**src/rtl/lpfs_pkg.sv**
```systemverilog
// shared constants and types for the length-prefixed frame splitter
`timescale 1ns / 1ps
`default_nettype none

package lpfs_pkg;

  localparam int unsigned HEADER_BYTES   = 4;
  localparam int unsigned HDR_CNT_W      = 3;
  localparam int unsigned LEN_W          = 32;
  localparam int unsigned BYTE_W         = 8;
  localparam int unsigned LEN_WORD_BYTES = LEN_W / BYTE_W;
  localparam int unsigned CFG_IDX_W      = 1;
  localparam int unsigned CFG_DATA_W     = 32;

  localparam logic [LEN_W-1:0] MAX_FRAME_LENGTH_RST = LEN_W'(65535);

  typedef enum logic [CFG_IDX_W-1:0] {
    CFG_MAX_FRAME_LENGTH  = 1'b0,
    CFG_LENGTH_BIG_ENDIAN = 1'b1
  } cfg_reg_t;

  typedef struct packed {
    logic [BYTE_W-1:0] out_byte;
    logic              in_header;
    logic              frame_first;
    logic              frame_last;
    logic              length_error;
  } result_t;

endpackage

`default_nettype wire

```
**src/rtl/lpfs_if.sv**
```systemverilog
// stream interfaces for the byte input and the marked byte output
`timescale 1ns / 1ps
`default_nettype none

interface lpfs_in_if import lpfs_pkg::*; ();
  logic              valid;
  logic              ready;
  logic [BYTE_W-1:0] data_byte;

  modport source (output valid, output data_byte, input ready);
  modport sink   (input valid, input data_byte, output ready);
endinterface

interface lpfs_out_if import lpfs_pkg::*; ();
  logic              valid;
  logic              ready;
  logic [BYTE_W-1:0] out_byte;
  logic              in_header;
  logic              frame_first;
  logic              frame_last;
  logic              length_error;

  modport source (output valid, output out_byte, output in_header, output frame_first,
                  output frame_last, output length_error, input ready);
  modport sink   (input valid, input out_byte, input in_header, input frame_first,
                  input frame_last, input length_error, output ready);
endinterface

`default_nettype wire

```
**src/rtl/lpfs_parser.sv**
```systemverilog
// per-byte frame parser: header assembly, length check and payload count
`timescale 1ns / 1ps
`default_nettype none

module lpfs_parser import lpfs_pkg::*; (
  input  wire logic              clk,
  input  wire logic              rst_n,
  input  wire logic              take,
  input  wire logic [BYTE_W-1:0] data_byte,
  input  wire logic [LEN_W-1:0]  max_frame_length,
  input  wire logic              length_big_endian,
  output result_t                res
);

  logic [HDR_CNT_W-1:0] hdr_cnt_r, hdr_cnt_nxt;
  logic [LEN_W-1:0]     partial_r, partial_nxt;
  logic [LEN_W-1:0]     left_r, left_nxt;
  logic                 error_r, error_nxt;
  logic [LEN_W-1:0]     absorbed;
  logic [LEN_W-1:0]     left_dec;
  logic [LEN_W-1:0]     payload_len;
  logic                 hdr_done;
  logic                 len_bad;

  // length word with this byte folded in
  always_comb begin
    absorbed = partial_r;
    if (length_big_endian) begin
      if (partial_r[LEN_W-1 -: BYTE_W] != '0) begin
        absorbed = '1;
      end else begin
        absorbed = {partial_r[LEN_W-BYTE_W-1:0], data_byte};
      end
    end else begin
      if (hdr_cnt_r < HDR_CNT_W'(LEN_WORD_BYTES)) begin
        absorbed = partial_r | (LEN_W'(data_byte) << {hdr_cnt_r[1:0], 3'b000});
      end else if (data_byte != '0) begin
        absorbed = '1;
      end
    end
  end

  assign hdr_done    = (hdr_cnt_r == HDR_CNT_W'(HEADER_BYTES - 1));
  assign len_bad     = (absorbed < LEN_W'(HEADER_BYTES)) || (absorbed > max_frame_length);
  assign payload_len = absorbed - LEN_W'(HEADER_BYTES);
  assign left_dec    = left_r - LEN_W'(1);

  always_comb begin
    hdr_cnt_nxt = hdr_cnt_r;
    partial_nxt = partial_r;
    left_nxt    = left_r;
    error_nxt   = error_r;
    res         = '0;
    priority if (error_r) begin
      res.length_error = 1'b1;
    end else if (left_r != '0) begin
      left_nxt       = left_dec;
      res.out_byte   = data_byte;
      res.frame_last = (left_dec == '0);
    end else if (!hdr_done) begin
      hdr_cnt_nxt     = hdr_cnt_r + HDR_CNT_W'(1);
      partial_nxt     = absorbed;
      res.out_byte    = data_byte;
      res.in_header   = 1'b1;
      res.frame_first = (hdr_cnt_r == '0);
    end else begin
      hdr_cnt_nxt = '0;
      partial_nxt = '0;
      if (len_bad) begin
        error_nxt        = 1'b1;
        res.length_error = 1'b1;
      end else begin
        left_nxt        = payload_len;
        res.out_byte    = data_byte;
        res.in_header   = 1'b1;
        res.frame_first = (hdr_cnt_r == '0);
        res.frame_last  = (payload_len == '0);
      end
    end
  end

  always_ff @(posedge clk) begin
    if (!rst_n) begin
      hdr_cnt_r <= '0;
      partial_r <= '0;
      left_r    <= '0;
      error_r   <= 1'b0;
    end else if (take) begin
      hdr_cnt_r <= hdr_cnt_nxt;
      partial_r <= partial_nxt;
      left_r    <= left_nxt;
      error_r   <= error_nxt;
    end
  end

`ifndef SYNTHESIS
  a_error_sticky: assert property (@(posedge clk) disable iff (!rst_n)
    error_r |=> error_r)
    else $error("error flag cleared without reset");

  a_hdr_cnt_range: assert property (@(posedge clk) disable iff (!rst_n)
    hdr_cnt_r < HDR_CNT_W'(HEADER_BYTES))
    else $error("header byte count out of range");

  a_payload_no_hdr: assert property (@(posedge clk) disable iff (!rst_n)
    (left_r != '0) |-> (hdr_cnt_r == '0 && partial_r == '0))
    else $error("header state not clear during payload");

  a_err_discards: assert property (@(posedge clk) disable iff (!rst_n)
    (take && error_r) |-> (res.out_byte == '0 && !res.in_header && !res.frame_first
                           && !res.frame_last && res.length_error))
    else $error("byte not discarded after length error");
`endif

endmodule

`default_nettype wire

```
**src/rtl/length_prefixed_frame_splitter.sv**
```systemverilog
// top level of the length-prefixed frame splitter
`timescale 1ns / 1ps
`default_nettype none

// Takes one byte per transfer and returns one marked byte per transfer. Each
// frame opens with a 4-byte length word (little or big endian, set by
// length_big_endian) that counts the whole frame, header included; output
// bytes carry in_header, frame_first and frame_last. A length below 4 or
// above max_frame_length sets length_error, which stays set and turns every
// later byte into a discarded result, all zero but length_error, until
// reset. Throughput is one byte per clock while out_stream.ready is high:
// the parser state updates in the cycle a byte is taken and the result sits
// in a single output register, which is refilled in the same cycle it is
// taken. Configuration writes are meant for idle periods only.

module length_prefixed_frame_splitter import lpfs_pkg::*; (
  input  wire logic                  clk,
  input  wire logic                  rst_n,
  lpfs_in_if.sink                    in_stream,
  lpfs_out_if.source                 out_stream,
  input  wire logic                  cfg_we,
  input  wire logic [CFG_IDX_W-1:0]  cfg_index,
  input  wire logic [CFG_DATA_W-1:0] cfg_wdata
);

  logic [LEN_W-1:0] max_len_r;
  logic             big_endian_r;
  logic             out_valid_r;
  result_t          res_r;
  result_t          res;
  logic             take;

  assign in_stream.ready = !out_valid_r || out_stream.ready;
  assign take            = in_stream.valid && in_stream.ready;

  always_ff @(posedge clk) begin
    if (!rst_n) begin
      max_len_r    <= MAX_FRAME_LENGTH_RST;
      big_endian_r <= 1'b0;
    end else if (cfg_we) begin
      unique case (cfg_reg_t'(cfg_index))
        CFG_MAX_FRAME_LENGTH:  max_len_r    <= cfg_wdata[LEN_W-1:0];
        CFG_LENGTH_BIG_ENDIAN: big_endian_r <= cfg_wdata[0];
        default: ;
      endcase
    end
  end

  lpfs_parser u_parser (
    .clk               (clk),
    .rst_n             (rst_n),
    .take              (take),
    .data_byte         (in_stream.data_byte),
    .max_frame_length  (max_len_r),
    .length_big_endian (big_endian_r),
    .res               (res)
  );

  always_ff @(posedge clk) begin
    if (!rst_n) begin
      out_valid_r <= 1'b0;
    end else if (in_stream.ready) begin
      out_valid_r <= in_stream.valid;
    end
  end

  always_ff @(posedge clk) begin
    if (take) begin
      res_r <= res;
    end
  end

  assign out_stream.valid        = out_valid_r;
  assign out_stream.out_byte     = res_r.out_byte;
  assign out_stream.in_header    = res_r.in_header;
  assign out_stream.frame_first  = res_r.frame_first;
  assign out_stream.frame_last   = res_r.frame_last;
  assign out_stream.length_error = res_r.length_error;

endmodule

`default_nettype wire
```
**src/flat_wrapper.sv**
```systemverilog
// flat-port wrapper written by rule: the top's interface ports become plain ports
module length_prefixed_frame_splitter_flat import lpfs_pkg::*;
  (clk, rst_n, cfg_we, cfg_index, cfg_wdata, in_stream_valid, in_stream_data_byte, in_stream_ready, out_stream_valid, out_stream_out_byte, out_stream_in_header, out_stream_frame_first, out_stream_frame_last, out_stream_length_error, out_stream_ready);
  lpfs_in_if in_stream_i ();
  lpfs_out_if out_stream_i ();
  input  wire logic clk;
  input  wire logic rst_n;
  input  wire logic cfg_we;
  input  wire logic [CFG_IDX_W-1:0] cfg_index;
  input  wire logic [CFG_DATA_W-1:0] cfg_wdata;
  input wire logic [$bits(in_stream_i.valid)-1:0] in_stream_valid;
  input wire logic [$bits(in_stream_i.data_byte)-1:0] in_stream_data_byte;
  output wire logic [$bits(in_stream_i.ready)-1:0] in_stream_ready;
  output wire logic [$bits(out_stream_i.valid)-1:0] out_stream_valid;
  output wire logic [$bits(out_stream_i.out_byte)-1:0] out_stream_out_byte;
  output wire logic [$bits(out_stream_i.in_header)-1:0] out_stream_in_header;
  output wire logic [$bits(out_stream_i.frame_first)-1:0] out_stream_frame_first;
  output wire logic [$bits(out_stream_i.frame_last)-1:0] out_stream_frame_last;
  output wire logic [$bits(out_stream_i.length_error)-1:0] out_stream_length_error;
  input wire logic [$bits(out_stream_i.ready)-1:0] out_stream_ready;
  assign in_stream_i.valid = in_stream_valid;
  assign in_stream_i.data_byte = in_stream_data_byte;
  assign in_stream_ready = in_stream_i.ready;
  assign out_stream_valid = out_stream_i.valid;
  assign out_stream_out_byte = out_stream_i.out_byte;
  assign out_stream_in_header = out_stream_i.in_header;
  assign out_stream_frame_first = out_stream_i.frame_first;
  assign out_stream_frame_last = out_stream_i.frame_last;
  assign out_stream_length_error = out_stream_i.length_error;
  assign out_stream_i.ready = out_stream_ready;
  length_prefixed_frame_splitter u_core (.clk(clk), .rst_n(rst_n), .in_stream(in_stream_i), .out_stream(out_stream_i), .cfg_we(cfg_we), .cfg_index(cfg_index), .cfg_wdata(cfg_wdata));
endmodule
```
**config.mk**
```make
export PLATFORM = sky130hd
export DESIGN_NAME = length_prefixed_frame_splitter_flat
export DESIGN_NICKNAME = d
export VERILOG_FILES = /design/src/rtl/lpfs_pkg.sv /design/src/rtl/lpfs_if.sv /design/src/rtl/lpfs_parser.sv /design/src/rtl/length_prefixed_frame_splitter.sv /design/src/flat_wrapper.sv
export SDC_FILE = /design/constraint.sdc
export NUM_CORES = 1
export LEC_CHECK = 0
export BUFFER_PORTS_ARGS = -buffer_cell sky130_fd_sc_hd__buf_2
export CORE_ASPECT_RATIO = 1.25
export CORE_MARGIN = 10
export CORE_UTILIZATION = 65
export CTS_CLUSTER_DIAMETER = 100
export DETAILED_ROUTE_END_ITERATION = 7
export PLACE_DENSITY = 0.86
export REMOVE_ABC_BUFFERS = 1
export SETUP_SLACK_MARGIN = 0.4
export SLEW_MARGIN = 15
export SYNTH_ARGS = -nofsm -noshare
export SYNTH_HDL_FRONTEND = slang
export SYNTH_SLANG_ARGS = --single-unit
export TNS_END_PERCENT = 1
```
**constraint.sdc**
```tcl
create_clock -name clk -period 14.95 [get_ports clk]
set_clock_uncertainty 0.1 [all_clocks]
set_input_delay 2.99 -clock clk [delete_from_list [all_inputs] [get_ports clk]]
set_output_delay 2.99 -clock clk [all_outputs]
set_load 0.03 [all_outputs]
```
Word level (Yosys, flattened, before mapping) --
Cells that the tools add are included.
Cells by class: reduce and logical (&&, ||, !) cells 16, multiply operators 0, add/sub/neg operators 3, bitwise logic cells 4, shifts and indexed selects 1, eq/ne operators 2, magnitude comparators 3, mux-type cells 19, div/mod/pow operators 0
Operators by type and width (count):
- $mux W32 | 8
- $logic_not A32 Y1 | 2
- $gt A32 B32 Y1 | 1
- $lt A32 B3 Y1 const B | 1
- $or A32 B32 Y32 | 1
- $reduce_bool A32 Y1 | 1
- $shl A8 B5 Y32 | 1
- $sub A32 B1 Y32 const B | 1
- $sub A32 B3 Y32 const B | 1
- $reduce_bool A8 Y1 | 2
- $mux W11 | 1
- $mux W10 | 1
- $mux W8 | 1
- $mux W1 | 6
- $reduce_and A2 Y1 | 2
- $reduce_and A4 Y1 | 1
- $add A3 B1 Y3 const B | 1
- $eq A3 B2 Y1 const B | 1
- $logic_not A3 Y1 | 1
- $lt A3 B3 Y1 const B | 1
- $mux W3 | 1
- $not A1 Y1 | 3
- $reduce_and A3 Y1 | 1
- $logic_or A1 B1 Y1 | 2
- other kinds (6) | 6
Word-level totals: output and inout port bits 14, latch bits 0, memories kept 0, input bits 46, memory bits (writable) 0, memory bits (read-only) 0, register bits 114

Longest topological paths before layout --
word-level depth 10, mapped depth 22, mapped depth without buffers 16

By module --
A second synthesis with hierarchy kept.
Second synthesis, totals: cells, all modules 1002, area total of the unflattened synthesis 7751.2 sq um
Modules (own cells, without submodules):
- lpfs_parser | seq. area each 1361.3 sq um, instances 1, area each 5977.0 sq um, cells each 838
- length_prefixed_frame_splitter | seq. area each 1041.0 sq um, instances 1, area each 1774.2 sq um, cells each 164

Least setup slack after synthesis --
Ideal clock, no wire load.
path kind input to register, from in in_stream_data_byte[5], to reg u_core.u_parser.left_r[18], stages on the path 20, setup slack 7.737 ns, setup time 0.088 ns, data required time 14.762 ns, arrival time 7.025 ns, buffers on the path 6, cell sequence clkbuf_1 -> or4_1 -> o21a_1 -> buf_6 -> clkbuf_1 -> o32a_1 -> clkbuf_1 -> ha_1 -> nand2_1 -> nor3_1 -> o2111ai_1 -> a21oi_1 -> o2111ai_1 -> and2_1 -> a211oi_1 -> a2bb2oi_2 -> buf_6 -> buf_4 -> o211ai_1 -> o31ai_1
Between the ends: longest elaborated chain between the ends 8, elaborated cells between the ends (all ways) 16
Ends and longest elaborated chain:
- start, declared | RTL line flat_wrapper.sv:12 | input wire logic [$bits(in_stream_i.data_byte)-1:0] in_stream_data_byte;
- $shl A8 B5 Y32 or $reduce_bool A8 Y1 (tied branches) | RTL line lpfs_parser.sv:36, lpfs_parser.sv:37
- $or A32 B32 Y32 or $mux W32 (tied branches) | RTL line lpfs_parser.sv:36, lpfs_parser.sv:37
- $mux W32 | RTL line lpfs_parser.sv:35 | if (hdr_cnt_r < HDR_CNT_W'(LEN_WORD_BYTES)) begin
- $mux W32 (*) | RTL line lpfs_parser.sv:28 | if (length_big_endian) begin
- $sub A32 B3 Y32 (tied with other cells) | RTL line lpfs_parser.sv:45 | assign payload_len = absorbed - LEN_W'(HEADER_BYTES);
- $mux W32 or $logic_or A1 B1 Y1 (tied branches) | RTL line lpfs_parser.sv:69, lpfs_parser.sv:44
- $mux W32 or $ne A2 B1 Y1 (tied branches)
- $mux W32 or $reduce_and A4 Y1 (tied branches)
- end signal, assigned | RTL line lpfs_parser.sv:91 | left_r <= left_nxt;
- end, declared | RTL line lpfs_parser.sv:17 | logic [LEN_W-1:0] left_r, left_nxt;
Every way passes the cells marked *; elsewhere a longest branch is shown, timed or not. The select of a mux whose other input is x is not followed. A chain may end at the register's enable or synchronous reset.

Final worst setup path --
from in in_stream_data_byte[2], to reg u_core.u_parser.left_r[15]
The elaborated chain is that of the path after synthesis.

==> impl_metrics.env <==
export IMPL_yosys_area_top_type="dfxtp_1"
export IMPL_area_delta_synth_final_pct=13.4
export IMPL_crit_top_cell="nor3_1"
export IMPL_worstPathRequired_ps=15150
export IMPL_clk_latency_ps=420
export IMPL_status="finished, final reports clean"
export IMPL_synth_area_um2=7370
export IMPL_grt_ovfl_total=0
export IMPL_antenna_found_initial=1
export IMPL_grt_pass1_vias=7406
export IMPL_first_pass_iters=7
export IMPL_coreArea_um2=11100
export IMPL_drc=0
export IMPL_multi_input_area_um2=4520
export IMPL_slowest_delay_ps=720
export IMPL_die_w_um=115
export IMPL_grt_max_degree=76
export IMPL_final_cell_area_um2=8360
export IMPL_cts_tree="yes"
export IMPL_wl_per_cell_um=20.6
export IMPL_netlist_area_leader_share=0.277
export IMPL_final_layout_size_suffix_gt1_frac=0.132
export IMPL_synthFlopType="dfxtp_1"
export IMPL_syn_inst=953
export IMPL_maxSlewHeadroom=0.145
export IMPL_yosys_warnings=0
export IMPL_tightest_slew_ps=1280
export IMPL_synth_seq_cells=114
export IMPL_wl_um=23400
export IMPL_clockRootBuffer="clkbuf_16"
export IMPL_final_util=0.754
export IMPL_powerDensity_nw_per_um2=196
export IMPL_grt_util_all_layers=0.289
export IMPL_max_freq_ghz=0.119
export IMPL_synth_commonest_cells="120 x nand2_1, 103 x a21oi_1, 102 x dfxtp_1"
export IMPL_grt_setup_unrepaired="no"
export IMPL_drt_iter0_drc=1354
export IMPL_postRouteAntennaNets=0
export IMPL_via_count=7815
export IMPL_hold_viol_final=0
export IMPL_drv_cap=0
export IMPL_synth_avg_cell_area_um2=7.74
export IMPL_slew_violations=0
export IMPL_rows=43
export IMPL_crit_arrival_ps=8580
export IMPL_synthArstFlopShare=0
export IMPL_ctsResizeCount=0
export IMPL_cts_max_level=4
export IMPL_irDropWorstVdd_mv=0.100
export IMPL_crit_chain="buf_2, or4_4, o21ai_2, nand2_1, o21ai_0, inv_1, ha_1, nand4_1, nor3_1, o221ai_1, a21oi_1, nor3_1, and2_1, a211oi_1, a2bb2oi_4, buf_4, o21ba_2, o221a_1"
export IMPL_placed_cell_area_um2=7690
export IMPL_cts_hold_buf=0
export IMPL_place_congestion=1.01
export IMPL_synth_edff_count=12
export IMPL_ys_types=73
export IMPL_grt_pass1_wl_um=37900
export IMPL_fin_crit_sh=0.561
export IMPL_tns_ps=0
export IMPL_worstSetupPathType="input port to register"
export IMPL_seqCellArea_um2=2400
export IMPL_p_leak_nw=3.36
export IMPL_finalSetupViolCount=0
export IMPL_ys_seq_area_frac=0.326
export IMPL_dieArea_um2=16000
export IMPL_hold_path_class="register to register"
export IMPL_portBuffers=59
export IMPL_cts_clk_slew_worst_paths_ps=60
export IMPL_worstSetupEndpointType="register"
export IMPL_cpMaxStageDelayCell="a211oi_1"
export IMPL_initial_core_util=0.665
export IMPL_io_pins=60
export IMPL_fin_ws_ps=6570
export IMPL_vias_per_cell=6.90
export IMPL_cp_start_kind="input port"
export IMPL_clockBufferDepth=2
export IMPL_cts_setup_buffers=0
export IMPL_synth_most_common_cell="nand2_1"
export IMPL_place_worst_setup_slack_ps=6440
export IMPL_die_h_um=139
export IMPL_clock_sinks=114
export IMPL_n_fill_cell=817
export IMPL_synthTopCellsByArea="dfxtp_1 28%, a21oi_1 7.0%, nand2_1 6.1%"
export IMPL_worst_path_max_fanout=60
export IMPL_dp_hpwl_um=15700
export IMPL_numCtsBuffers=17
export IMPL_fin_crit_ps=8380
export IMPL_fin_nets=1060
==> final cells by class <==
type                    instances  area share
repair buffers                 77      0.0515
flip-flops and latches        114       0.287
inverters                      45      0.0202
clock inverters                11      0.0207
clock buffers                  21      0.0590
multi-input cells             728       0.541
well taps                     135      0.0202
diodes                          1    0.000299
==> per-layer routing <==
metal,vias up,GRT usage,wire length [um]
li1,3569,-,-
met3,174,0.0688,2200
met2,542,0.446,10900
met1,3530,0.348,8590
met5,-,0,0
met4,0,0.187,1670
==> report_power, final <==
group	total [mW]	internal, mW	switching (mW)
Combinational	0.772	0.264	0.509
Sequential	0.411	0.359	0.0518
Clock	0.455	0.304	0.151
==> critical path: cells and delay by family <==
| family | cells | cell delay [ps] |
|---|---|---|
| AO/OA/AOI/OAI | 8 | 2770 |
| AND/OR/NAND/NOR | 6 | 1630 |
| buffers and inverters | 3 | 850 |
| adder cells (fa/ha/maj) | 1 | 330 |
==> final timing paths <==
path              slack (ps)  cells after the start                                      end                                      start
setup / recovery        6570                     18  u_core.u_parser.left_r[15]$_SDFFE_PN0P_                     in_stream_data_byte[2]
hold / removal           350                      2        u_core.max_len_r[26]$_SDFFE_PN0P_          u_core.max_len_r[26]$_SDFFE_PN0P_
setup reg to reg        8950                     15  u_core.u_parser.left_r[15]$_SDFFE_PN0P_  u_core.u_parser.hdr_cnt_r[1]$_SDFFE_PN0P_
hold reg to reg          350                      2        u_core.max_len_r[26]$_SDFFE_PN0P_          u_core.max_len_r[26]$_SDFFE_PN0P_
==> sequential cells by signal, indices dropped and copies added, names as in the netlist <==
register and flops:
u_core.big_endian_r 1, u_core.u_parser.left_r 32, u_core.out_stream.out_byte 8, u_core.out_stream.valid 1, u_core.max_len_r 32, u_core.out_stream.in_header 1, u_core.out_stream.length_error 1, u_core.out_stream.frame_first 1
u_core.out_stream.frame_last 1, u_core.u_parser.partial_r 32, u_core.u_parser.hdr_cnt_r 3, u_core.u_parser.error_r 1
==> kinds of logic (layout without fill, tap and decap cells) <==
group,after synthesis,in the layout,synth area share
adder cells (fa/ha/maj),33,33,0.0557
XOR/XNOR,24,24,0.0285
other,0,1,0
buffers and inverters,111,154,0.0640
multiplexers,2,2,0.00272
AND/OR/NAND/NOR,376,376,0.255
flip-flops,114,114,0.326
AO/OA/AOI/OAI,293,293,0.268
==> metrics by stage <==
step	cells	power, mW	hold slack [ps]
finish	1132	1.64	353
global route	1132	1.73	372
CTS	1131	1.61	354
detailed placement	1099	1.14	347
global placement	1099	1.12	343
floorplan	887	0.934	336
==> layout by cell type, fill, tap and decap left out, types with 9 or more instances in the layout <==
cell / synthesis / layout
nand2_1: 120 / 120
a21oi_1: 103 / 103
dfxtp_1: 102 / 102
nor2_1: 67 / 66
buf_2: 5 / 59
nand3_1: 50 / 50
inv_1: 45 / 44
nor3_1: 40 / 40
ha_1: 31 / 31
o21ai_0: 28 / 28
o211ai_1: 27 / 27
clkbuf_16: 0 / 19
a211oi_1: 18 / 18
xnor2_1: 18 / 18
buf_4: 3 / 18
or3_1: 14 / 14
and2_1: 13 / 13
a2bb2oi_1: 13 / 13
a21o_1: 12 / 12
o32a_1: 12 / 12
edfxtp_1: 12 / 12
o31ai_1: 11 / 11
nor4_1: 10 / 10
o21ai_1: 10 / 10
nand4_1: 9 / 9
Power figures use the tool's default switching activity.
